$ cat src/hdl/tlg_pkg.sv
// ----------------------------------------------------------------------------
// tlg_pkg
// Shared types and constants for the thermal level guard: level and
// simulation codes, register indexes, reset values and the item records.
// ----------------------------------------------------------------------------
package tlg_pkg;

   localparam int TEMP_W      = 16;
   localparam int DEG_W       = 8;
   localparam int HYST_W      = 5;
   localparam int AGREE_W     = 8;
   localparam int HOT_W       = 16;
   localparam int CSR_INDEX_W = 3;
   localparam int CSR_DATA_W  = 8;

   localparam int QUEUE_DEPTH_DEFAULT = 2;

   // sane window in 1/16 degree units, both ends excluded
   localparam logic signed [TEMP_W-1:0] SANE_LOW  = -16'sd320;
   localparam logic signed [TEMP_W-1:0] SANE_HIGH = 16'sd2080;

   localparam logic [DEG_W-1:0]   WARM_RESET  = 8'd60;
   localparam logic [DEG_W-1:0]   HOT_RESET   = 8'd75;
   localparam logic [DEG_W-1:0]   TRIP_RESET  = 8'd90;
   localparam logic [HYST_W-1:0]  HYST_RESET  = 5'd5;
   localparam logic [AGREE_W-1:0] AGREE_RESET = 8'd5;

   localparam logic [CSR_INDEX_W-1:0] CSR_WARM  = 3'd0;
   localparam logic [CSR_INDEX_W-1:0] CSR_HOT   = 3'd1;
   localparam logic [CSR_INDEX_W-1:0] CSR_TRIP  = 3'd2;
   localparam logic [CSR_INDEX_W-1:0] CSR_HYST  = 3'd3;
   localparam logic [CSR_INDEX_W-1:0] CSR_AGREE = 3'd4;

   typedef enum logic [1:0] {
      LEVEL_OK   = 2'd0,
      LEVEL_WARM = 2'd1,
      LEVEL_HOT  = 2'd2,
      LEVEL_TRIP = 2'd3
   } level_type;

   typedef enum logic [1:0] {
      SIM_OFF  = 2'd0,
      SIM_WARM = 2'd1,
      SIM_HOT  = 2'd2,
      SIM_TRIP = 2'd3
   } sim_type;

   localparam logic ACTION_SAMPLE   = 1'b0;
   localparam logic ACTION_SIMULATE = 1'b1;

   // classified item handed from front to back
   typedef struct packed {
      logic                     action;
      logic                     have;
      logic signed [TEMP_W-1:0] board;
   } item_type;

   typedef struct packed {
      level_type                level;
      logic                     changed;
      logic signed [TEMP_W-1:0] board_temp;
      logic                     board_valid;
      logic                     simulated;
      logic [HOT_W-1:0]         hot_seconds;
   } result_type;

endpackage

$ cat src/hdl/tlg_front.sv
// ----------------------------------------------------------------------------
// tlg_front
// Range-checks the two die readings and picks the hotter counted one.
// ----------------------------------------------------------------------------
module tlg_front (
   input  logic                             action,
   input  logic signed [tlg_pkg::TEMP_W-1:0] chip_temp,
   input  logic                             chip_valid,
   input  logic signed [tlg_pkg::TEMP_W-1:0] pmu_temp,
   input  logic                             pmu_valid,
   output tlg_pkg::item_type                item
);
   import tlg_pkg::*;

   logic chip_ok;
   logic pmu_ok;

   assign chip_ok = chip_valid && (chip_temp > SANE_LOW) && (chip_temp < SANE_HIGH);
   assign pmu_ok  = pmu_valid && (pmu_temp > SANE_LOW) && (pmu_temp < SANE_HIGH);

   always_comb begin
      item.action = action;
      item.have   = chip_ok || pmu_ok;
      if (pmu_ok && (!chip_ok || (pmu_temp > chip_temp))) begin
         item.board = pmu_temp;
      end else if (chip_ok) begin
         item.board = chip_temp;
      end else begin
         item.board = '0;
      end
   end

endmodule

$ cat src/hdl/tlg_queue.sv
// ----------------------------------------------------------------------------
// tlg_queue
// Short item queue between the front and the back.
// ----------------------------------------------------------------------------
module tlg_queue #(
   parameter int DEPTH = tlg_pkg::QUEUE_DEPTH_DEFAULT
) (
   input  logic              clock,
   input  logic              reset,
   input  logic              push,
   input  tlg_pkg::item_type push_item,
   output logic              full,
   output logic              valid,
   output tlg_pkg::item_type head,
   input  logic              pop
);
   import tlg_pkg::*;

   localparam int PW = (DEPTH > 1) ? $clog2(DEPTH) : 1;
   localparam int CW = $clog2(DEPTH + 1);

   item_type        mem_ff [DEPTH];
   logic [PW-1:0]   wr_ptr_ff, wr_ptr_in;
   logic [PW-1:0]   rd_ptr_ff, rd_ptr_in;
   logic [CW-1:0]   count_ff, count_in;
   logic            do_push;
   logic            do_pop;

   function automatic logic [PW-1:0] next_ptr(input logic [PW-1:0] ptr);
      next_ptr = (ptr == PW'(DEPTH - 1)) ? '0 : ptr + 1'b1;
   endfunction

   assign full    = (count_ff == CW'(DEPTH));
   assign valid   = (count_ff != '0);
   assign head    = mem_ff[rd_ptr_ff];
   assign do_push = push && !full;
   assign do_pop  = pop && valid;

   always_comb begin
      wr_ptr_in = do_push ? next_ptr(wr_ptr_ff) : wr_ptr_ff;
      rd_ptr_in = do_pop ? next_ptr(rd_ptr_ff) : rd_ptr_ff;
      count_in  = count_ff;
      if (do_push && !do_pop) begin
         count_in = count_ff + 1'b1;
      end else if (do_pop && !do_push) begin
         count_in = count_ff - 1'b1;
      end
   end

   always_ff @(posedge clock) begin
      if (reset) begin
         wr_ptr_ff <= '0;
         rd_ptr_ff <= '0;
         count_ff  <= '0;
      end else begin
         wr_ptr_ff <= wr_ptr_in;
         rd_ptr_ff <= rd_ptr_in;
         count_ff  <= count_in;
      end
   end

   always_ff @(posedge clock) begin
      if (do_push) begin
         mem_ff[wr_ptr_ff] <= push_item;
      end
   end

endmodule

$ cat src/hdl/tlg_back.sv
// ----------------------------------------------------------------------------
// tlg_back
// Holds the thresholds and the level state, applies the simulation
// override, hysteresis and debounce, and registers one result item.
// ----------------------------------------------------------------------------
module tlg_back (
   input  logic                                clock,
   input  logic                                reset,
   input  logic                                csr_write_en,
   input  logic [tlg_pkg::CSR_INDEX_W-1:0]     csr_index,
   input  logic [tlg_pkg::CSR_DATA_W-1:0]      csr_data,
   input  logic                                q_valid,
   input  tlg_pkg::item_type                   q_item,
   output logic                                q_pop,
   output logic                                out_valid,
   output tlg_pkg::result_type                 out_result,
   input  logic                                out_pop
);
   import tlg_pkg::*;

   logic [DEG_W-1:0]   warm_ff, hot_ff, trip_ff;
   logic [HYST_W-1:0]  hyst_ff;
   logic [AGREE_W-1:0] agree_need_ff;

   level_type          cur_level_ff, cur_level_in;
   level_type          pend_level_ff, pend_level_in;
   logic [AGREE_W-1:0] agree_ff, agree_in;
   logic [HOT_W-1:0]   hot_count_ff, hot_count_in;
   sim_type            sim_ff, sim_in;
   logic signed [TEMP_W-1:0] last_temp_ff, last_temp_in;
   logic               last_valid_ff, last_valid_in;
   logic               out_valid_ff, out_valid_in;
   result_type         out_ff, out_in;

   logic               fire;
   logic signed [TEMP_W-1:0] board;
   logic               have;
   level_type          up_level, down_level, want;
   logic [AGREE_W-1:0] count_next;
   logic               changed;

   function automatic logic signed [16:0] line_of(input logic [DEG_W-1:0] deg,
                                                  input logic [8:0] off);
      line_of = $signed({5'b0, deg, 4'b0}) - $signed({8'b0, off});
   endfunction

   function automatic level_type level_for(input logic signed [TEMP_W-1:0] t,
                                           input logic [DEG_W-1:0] wa,
                                           input logic [DEG_W-1:0] ho,
                                           input logic [DEG_W-1:0] tr,
                                           input logic [8:0] off);
      logic signed [16:0] t17;
      t17 = {t[TEMP_W-1], t};
      if (t17 >= line_of(tr, off)) begin
         level_for = LEVEL_TRIP;
      end else if (t17 >= line_of(ho, off)) begin
         level_for = LEVEL_HOT;
      end else if (t17 >= line_of(wa, off)) begin
         level_for = LEVEL_WARM;
      end else begin
         level_for = LEVEL_OK;
      end
   endfunction

   assign fire      = q_valid && (!out_valid_ff || out_pop);
   assign q_pop     = fire;
   assign out_valid = out_valid_ff;
   assign out_result = out_ff;

   // simulation override of the board temperature
   always_comb begin
      case (sim_ff)
         SIM_WARM: begin
            board = $signed({3'b0, {1'b0, warm_ff} + 9'd1, 4'b0});
            have  = 1'b1;
         end
         SIM_HOT: begin
            board = $signed({3'b0, {1'b0, hot_ff} + 9'd1, 4'b0});
            have  = 1'b1;
         end
         SIM_TRIP: begin
            board = $signed({3'b0, {1'b0, trip_ff} + 9'd1, 4'b0});
            have  = 1'b1;
         end
         default: begin
            board = q_item.board;
            have  = q_item.have;
         end
      endcase
   end

   always_comb begin
      up_level   = level_for(board, warm_ff, hot_ff, trip_ff, 9'd0);
      down_level = level_for(board, warm_ff, hot_ff, trip_ff, {hyst_ff, 4'b0});
      if (up_level > cur_level_ff) begin
         want = up_level;
      end else if (down_level < cur_level_ff) begin
         want = down_level;
      end else begin
         want = cur_level_ff;
      end
      if (want == pend_level_ff) begin
         count_next = (agree_ff == '1) ? agree_ff : agree_ff + 1'b1;
      end else begin
         count_next = AGREE_W'(1);
      end
   end

   always_comb begin
      cur_level_in  = cur_level_ff;
      pend_level_in = pend_level_ff;
      agree_in      = agree_ff;
      hot_count_in  = hot_count_ff;
      sim_in        = sim_ff;
      last_temp_in  = last_temp_ff;
      last_valid_in = last_valid_ff;
      changed       = 1'b0;
      out_valid_in  = out_valid_ff && !out_pop;
      out_in        = out_ff;

      if (fire) begin
         out_valid_in = 1'b1;
         if (q_item.action == ACTION_SIMULATE) begin
            sim_in = sim_type'(sim_ff + 2'd1);
         end else begin
            if (have) begin
               if (want != cur_level_ff) begin
                  pend_level_in = want;
                  agree_in      = count_next;
                  if (count_next >= agree_need_ff) begin
                     cur_level_in = want;
                     agree_in     = '0;
                     changed      = 1'b1;
                  end
               end else begin
                  agree_in = '0;
               end
            end
            // count up the hot count only at hot or above; below hot, clear it
            if (cur_level_in >= LEVEL_HOT) begin
               hot_count_in = (hot_count_ff == '1) ? hot_count_ff : hot_count_ff + 1'b1;
            end else begin
               hot_count_in = '0;
            end
            last_temp_in  = have ? board : '0;
            last_valid_in = have;
         end
         out_in.level       = cur_level_in;
         out_in.changed     = changed;
         out_in.board_temp  = last_temp_in;
         out_in.board_valid = last_valid_in;
         out_in.simulated   = (sim_in != SIM_OFF);
         out_in.hot_seconds = hot_count_in;
      end
   end

   always_ff @(posedge clock) begin
      if (reset) begin
         warm_ff       <= WARM_RESET;
         hot_ff        <= HOT_RESET;
         trip_ff       <= TRIP_RESET;
         hyst_ff       <= HYST_RESET;
         agree_need_ff <= AGREE_RESET;
      end else if (csr_write_en) begin
         case (csr_index)
            CSR_WARM:  warm_ff       <= csr_data;
            CSR_HOT:   hot_ff        <= csr_data;
            CSR_TRIP:  trip_ff       <= csr_data;
            CSR_HYST:  hyst_ff       <= csr_data[HYST_W-1:0];
            CSR_AGREE: agree_need_ff <= csr_data;
            default: ;
         endcase
      end
   end

   always_ff @(posedge clock) begin
      if (reset) begin
         cur_level_ff  <= LEVEL_OK;
         pend_level_ff <= LEVEL_OK;
         agree_ff      <= '0;
         hot_count_ff  <= '0;
         sim_ff        <= SIM_OFF;
         last_temp_ff  <= '0;
         last_valid_ff <= 1'b0;
         out_valid_ff  <= 1'b0;
      end else begin
         cur_level_ff  <= cur_level_in;
         pend_level_ff <= pend_level_in;
         agree_ff      <= agree_in;
         hot_count_ff  <= hot_count_in;
         sim_ff        <= sim_in;
         last_temp_ff  <= last_temp_in;
         last_valid_ff <= last_valid_in;
         out_valid_ff  <= out_valid_in;
      end
   end

   always_ff @(posedge clock) begin
      out_ff <= out_in;
   end

   a_sim_keeps_level: assert property (@(posedge clock) disable iff (reset)
      fire && q_item.action |=>
         cur_level_ff == $past(cur_level_ff) && hot_count_ff == $past(hot_count_ff))
      else $error("simulate item disturbed level or hot count");

   a_hot_count_tracks_level: assert property (@(posedge clock) disable iff (reset)
      fire && !q_item.action |=> (cur_level_ff >= LEVEL_HOT) == (hot_count_ff != '0))
      else $error("hot count out of step with level");

   a_idle_holds_state: assert property (@(posedge clock) disable iff (reset)
      !fire |=> $stable(cur_level_ff) && $stable(agree_ff) && $stable(sim_ff))
      else $error("level state moved without an item");

   a_commit_clears_agree: assert property (@(posedge clock) disable iff (reset)
      fire |=> !out_ff.changed || agree_ff == '0)
      else $error("agree count not cleared on level change");

endmodule

$ cat src/hdl/thermal_level_guard_core.sv
// ----------------------------------------------------------------------------
// thermal_level_guard_core
// Four-level thermal guard with hysteresis and sample debounce.
//
//   channel  ports                      accept at rising edge
//   -------  -------------------------  ----------------------
//   request  req_push / full / req_*    req_push && !full
//   response empty / rsp_pop / rsp_*    rsp_pop && !empty
//   csr      csr_write_en / index/data  csr_write_en
//
// One item per cycle sustained while responses are popped; an item passes
// the item queue, then the result register, on its way to the response ports.
// The level update is a combinational compare and debounce in the back end.
// Reset is synchronous; no clearing pass.
// A stalled response fills the queue, then full rises; while the result
// register drains with rsp_pop, a new item is taken in the same cycle.
// ----------------------------------------------------------------------------
module thermal_level_guard_core #(
   parameter int QUEUE_DEPTH = tlg_pkg::QUEUE_DEPTH_DEFAULT
) (
   input  logic                                clock,
   input  logic                                reset,
   input  logic                                req_push,
   output logic                                full,
   input  logic                                req_action,
   input  logic signed [tlg_pkg::TEMP_W-1:0]   req_chip_temp,
   input  logic                                req_chip_valid,
   input  logic signed [tlg_pkg::TEMP_W-1:0]   req_pmu_temp,
   input  logic                                req_pmu_valid,
   output logic                                empty,
   input  logic                                rsp_pop,
   output logic [1:0]                          rsp_level,
   output logic                                rsp_changed,
   output logic signed [tlg_pkg::TEMP_W-1:0]   rsp_board_temp,
   output logic                                rsp_board_valid,
   output logic                                rsp_simulated,
   output logic [tlg_pkg::HOT_W-1:0]           rsp_hot_seconds,
   input  logic                                csr_write_en,
   input  logic [tlg_pkg::CSR_INDEX_W-1:0]     csr_index,
   input  logic [tlg_pkg::CSR_DATA_W-1:0]      csr_data
);
   import tlg_pkg::*;

   item_type   front_item;
   item_type   q_head;
   logic       q_valid;
   logic       q_pop;
   logic       out_valid;
   result_type out_result;

   tlg_front u_front (
      .action     (req_action),
      .chip_temp  (req_chip_temp),
      .chip_valid (req_chip_valid),
      .pmu_temp   (req_pmu_temp),
      .pmu_valid  (req_pmu_valid),
      .item       (front_item)
   );

   tlg_queue #(
      .DEPTH (QUEUE_DEPTH)
   ) u_queue (
      .clock     (clock),
      .reset     (reset),
      .push      (req_push),
      .push_item (front_item),
      .full      (full),
      .valid     (q_valid),
      .head      (q_head),
      .pop       (q_pop)
   );

   tlg_back u_back (
      .clock        (clock),
      .reset        (reset),
      .csr_write_en (csr_write_en),
      .csr_index    (csr_index),
      .csr_data     (csr_data),
      .q_valid      (q_valid),
      .q_item       (q_head),
      .q_pop        (q_pop),
      .out_valid    (out_valid),
      .out_result   (out_result),
      .out_pop      (rsp_pop)
   );

   assign empty           = !out_valid;
   assign rsp_level       = out_result.level;
   assign rsp_changed     = out_result.changed;
   assign rsp_board_temp  = out_result.board_temp;
   assign rsp_board_valid = out_result.board_valid;
   assign rsp_simulated   = out_result.simulated;
   assign rsp_hot_seconds = out_result.hot_seconds;

endmodule
$ cat config.mk
export PLATFORM = sky130hd
export DESIGN_NAME = thermal_level_guard_core
export DESIGN_NICKNAME = d
export VERILOG_FILES = /design/src/hdl/tlg_pkg.sv /design/src/hdl/tlg_front.sv /design/src/hdl/tlg_queue.sv /design/src/hdl/tlg_back.sv /design/src/hdl/thermal_level_guard_core.sv
export SDC_FILE = /design/constraint.sdc
export NUM_CORES = 1
export LEC_CHECK = 0
export ABC_AREA = 1
export BUFFER_PORTS_ARGS = -buffer_cell sky130_fd_sc_hd__buf_4
export CAP_MARGIN = 10
export CORE_MARGIN = 1.5
export CORE_UTILIZATION = 50
export CTS_CLUSTER_SIZE = 8
export DETAILED_ROUTE_END_ITERATION = 16
export GPL_ROUTABILITY_DRIVEN = 1
export GPL_TIMING_DRIVEN = 0
export PLACE_DENSITY = 0.69
export SETUP_SLACK_MARGIN = 0.4
export SLEW_MARGIN = 20
export SYNTH_ARGS = -nofsm -noshare
export SYNTH_HDL_FRONTEND = slang
export SYNTH_SLANG_ARGS = --single-unit
$ cat constraint.sdc
create_clock -name clock -period 5.55 [get_ports clock]
set_clock_uncertainty 0.1 [all_clocks]
set_input_delay 0.555 -clock clock [delete_from_list [all_inputs] [get_ports clock]]
set_output_delay 0.555 -clock clock [all_outputs]
set_load 0.03 [all_outputs]
==> out/metrics.yaml <==
run_status:
  status: "finished with violations"
  violations: "setup timing"
cells_and_area:
  layout.cells.non_filler: 1888
  fin_nets: 1757
  syn_to_final_growth_pct: 32.0
  fill_cells: 1634
  seqCellArea_um2: 4000
  drive_above_1_share_pct: 24.0
  multi_input_area_um2: 6530
timing:
  slew_headroom_pct: 20.4
  fmax_mhz: 159
  post-route-worst-setup-slack_ns: -0.737
  rsz0062_at_grt: "yes"
  fin_setup_tns_ns: -27.23
  hold_ws_ns: 0.190
  tightest_slew_ns: 1.19
  post-route-period-util_pct: 113
  slew_violations: 0
  setup_violations: 45
  finalCriticalPeriod_ns: 6.29
  hold_violations: 0
worst_setup_path:
  path_class: "register to register"
  worst_ep_required_time_ns: 5.80
  regToRegSetupSlack_ns: -0.74
  r2r_end: "u_back.agree_ff[5]$_SDFFE_PP0P_"
  setup.worst_path.start_class: "register"
  slowest_stage: "dfxtp_4"
  crit_path_max_incr_delay_ns: 0.38
  reg2reg_depth: 42
  path_common_cell: "buf_4"
  arrival_ns: 6.54
  crit-reg2reg-launch: "u_back.sim_ff[0]$_SDFFE_PP0P_"
  worstSetupEndpointType: "register"
  worstPathMaxFanout: 8
placed_design:
  dp.cells: 1770
  dp_hpwl_um: 22900
  routabilityCongestion: 0.921
  io_buffers: 88
yosys:
  ys_seq_area_share_pct: 37.2
  synthTopCellsByArea: "edfxtp_1 20%, dfxtp_1 17%, ha_1 12%"
  syn-instance-count: 1403
  yosysWarnings: 0
  synth_top_area_cell: "edfxtp_1"
  syn_area_um2: 10700
  async_flop_share_pct: 0
  synth-edff-count: 73
  synth_top_area_share_pct: 20.4
  syn_area_per_cell_um2: 7.65
  ys_ff_latch: 163
  syn_nets: 1561
  yosys_most_used_dff: "dfxtp_1"
  ys_types: 51
min_path:
  hp-start: "req_action"
  whs_path_depth: 1
  worstHoldPathType: "primary input to register"
  holdPathEnd: "u_queue.mem_ff[1][17]$_DFFE_PP_"
detailed_routing:
  wl_um: 33000
  via_per_inst: 5.57
  drt_iter0_drc: 767
  vias: 10500
  firstDrtPassIters: 5
  drt-wirelength-per-cell_um: 17.5
  drc: 0
  ant_nets: 0
die:
  die-area_um2: 22300
  start_util_pct: 51.0
  rows: 53
  core-area_um2: 21000
  die_y_um: 149
  boundaryPins: 90
  die_w_um: 149
cts:
  clkTransAtPathRegs_ns: 0.08
  cts_buffers: 17
  cts_hold_buf: 0
  cts_tree: "built"
  numClockSinks: 163
  root_buffer: "clkbuf_16"
  htreeDepth: 4
  clkLatencyLatePin_ns: 0.45
  clockBufferDepth: 2
power:
  powerDensity_nw_per_um2: 552
  fin_total_pwr_mw: 7.83
  ir_drop_mv: 0.295
  p_leak_nw: 6.35
grt:
  track_usage_pct: 28.8
  grt_max_degree: 27
  grt_pass1_vias: 9676
  antenna_found_initial: 1
  grt-ovfl-total: 0
  grt_pass1_wl_um: 49500
job:
  drv_cap: 0
==> report_power, final <==
part           internal, mW  total [mW]  leakage (nW)  switching, mW
registers              1.66        1.82          1.45          0.168
clock network         0.695        1.28         0.311          0.584
logic                  1.78        4.72          4.59           2.95
==> sequential cells by signal (all words and copies together), names as in the netlist, named ones only <==
register / flops
u_back.cur_level_ff: 2
u_back.hyst_ff: 5
u_back.agree_ff: 8
u_back.trip_ff: 8
u_back.out_result: 37
u_queue.rd_ptr_ff: 1
u_back.hot_ff: 8
u_back.last_valid_ff: 1
u_queue.count_ff: 2
u_queue.mem_ff: 36
u_back.agree_need_ff: 8
u_back.hot_count_ff: 16
u_back.sim_ff: 2
u_back.warm_ff: 8
u_back.pend_level_ff: 2
u_back.out_valid: 1
u_back.last_temp_ff: 16
u_queue.wr_ptr_ff: 1
==> per-layer routing <==
metal | vias to the layer above | track usage [%] | share of wire (%)
met5 | - | 0 | 0
met2 | 380 | 51.2 | 50
met4 | 0 | 12.9 | 4.4
met1 | 4929 | 34.8 | 41
li1 | 5096 | - | -
met3 | 103 | 3.29 | 5.0
==> critical path: cells and delay by family, from the launching register on <==
kind / cells / cell delay [ns]
and+or+nand+nor: 18 / 2.30
DFF: 1 / 0.38
AOI/OAI and AO/OA: 2 / 0.24
xor gates and xnor gates: 2 / 0.42
buffers and inverters: 17 / 2.04
adders and majority gates: 3 / 0.69
==> kinds of logic (layout without fill, tap and decap cells) <==
logic type	after synthesis	in the layout	synth area share [%]
buf+inv	287	496	10.2
other cells	0	1	0
simple gates	520	520	21.8
xor+xnor	33	33	2.76
fa+ha+maj	107	107	12.7
compound gates	293	293	15.3
flops	163	163	37.2
==> synthesized netlist by cell type, drive strengths merged, types with 5 or more instances <==
| cell type | count |
|---|---|
| nand2 | 242 |
| o21bai | 5 |
| nand4 | 29 |
| inv | 250 |
| xor2 | 25 |
| o211ai | 17 |
| a21oi | 95 |
| clkbuf | 28 |
| a211oi | 8 |
| a31oi | 8 |
| o22ai | 19 |
| nand3 | 81 |
| o21ai | 120 |
| edfxtp | 73 |
| nor2 | 124 |
| ha | 104 |
| xnor2 | 8 |
| nor3 | 29 |
| dfxtp | 90 |
| buf | 7 |
| nor4 | 6 |
==> per-stage QoR <==
step | setup slack [ns] | instance area [um2] | utilization (%)
finish | -0.737 | 14200 | 67.4
detailed placement | -1.03 | 11900 | 56.6
floorplan | 0.130 | 10800 | -
global placement | -1.54 | 11800 | 56.3
CTS | -0.470 | 13600 | 64.6
global route | -0.963 | 14200 | 67.4
==> placed cells by master (no fill, tap or decap), types with 27 or more instances in the layout <==
| cell type | instances |
|---|---|
| buf_4 | 149 |
| nor3_1 | 27 |
| a21oi_1 | 85 |
| dfxtp_1 | 87 |
| nor2_1 | 100 |
| nand2_1 | 205 |
| inv_1 | 233 |
| ha_1 | 87 |
| o21ai_0 | 88 |
| edfxtp_1 | 73 |
| nand3_1 | 71 |
| nand4_1 | 29 |
==> final cells by class <==
type                       count  area share [%]
antenna                        1          0.0177
inverter                     252            6.76
tap                          275            2.43
clock buffer                  17            3.00
clock inverter                15            1.48
sequential                   163            28.2
multi-input combinational    953            46.1
timing repair buffer         177            10.7
buffer                        35            1.21
==> worst max-delay path by stage <==
stage	slack, ns	start	to
3_3_place_gp	-1.54	u_back.sim_ff[1]$_SDFFE_PP0P_	u_back.hot_count_ff[3]$_SDFFE_PP0P_
4_1_cts	-0.47	u_back.sim_ff[0]$_SDFFE_PP0P_	u_back.hot_count_ff[11]$_SDFFE_PP0P_
2_1_floorplan	0.13	u_back.sim_ff[0]$_SDFFE_PP0P_	u_back.out_result[0]$_DFFE_PP_
5_1_grt	-0.96	u_back.sim_ff[0]$_SDFFE_PP0P_	u_back.hot_count_ff[10]$_SDFFE_PP0P_
6_report	-0.74	u_back.sim_ff[0]$_SDFFE_PP0P_	u_back.agree_ff[5]$_SDFFE_PP0P_
3_5_place_dp	-1.03	u_back.sim_ff[1]$_SDFFE_PP0P_	u_back.hot_count_ff[3]$_SDFFE_PP0P_
==> what timing repair did <==
| item | in CTS | in global routing |
|---|---|---|
| endpoints found under the hold margin | 0 | 0 |
| pin swaps | 48 | 68 |
| cloned | 2 | 0 |
| setup endpoints to repair | 47 | 47 |
| resized for setup | 93 | 99 |
| buffers inserted | 62 | 21 |
No activity file was read; power rests on OpenSTA's default activity.
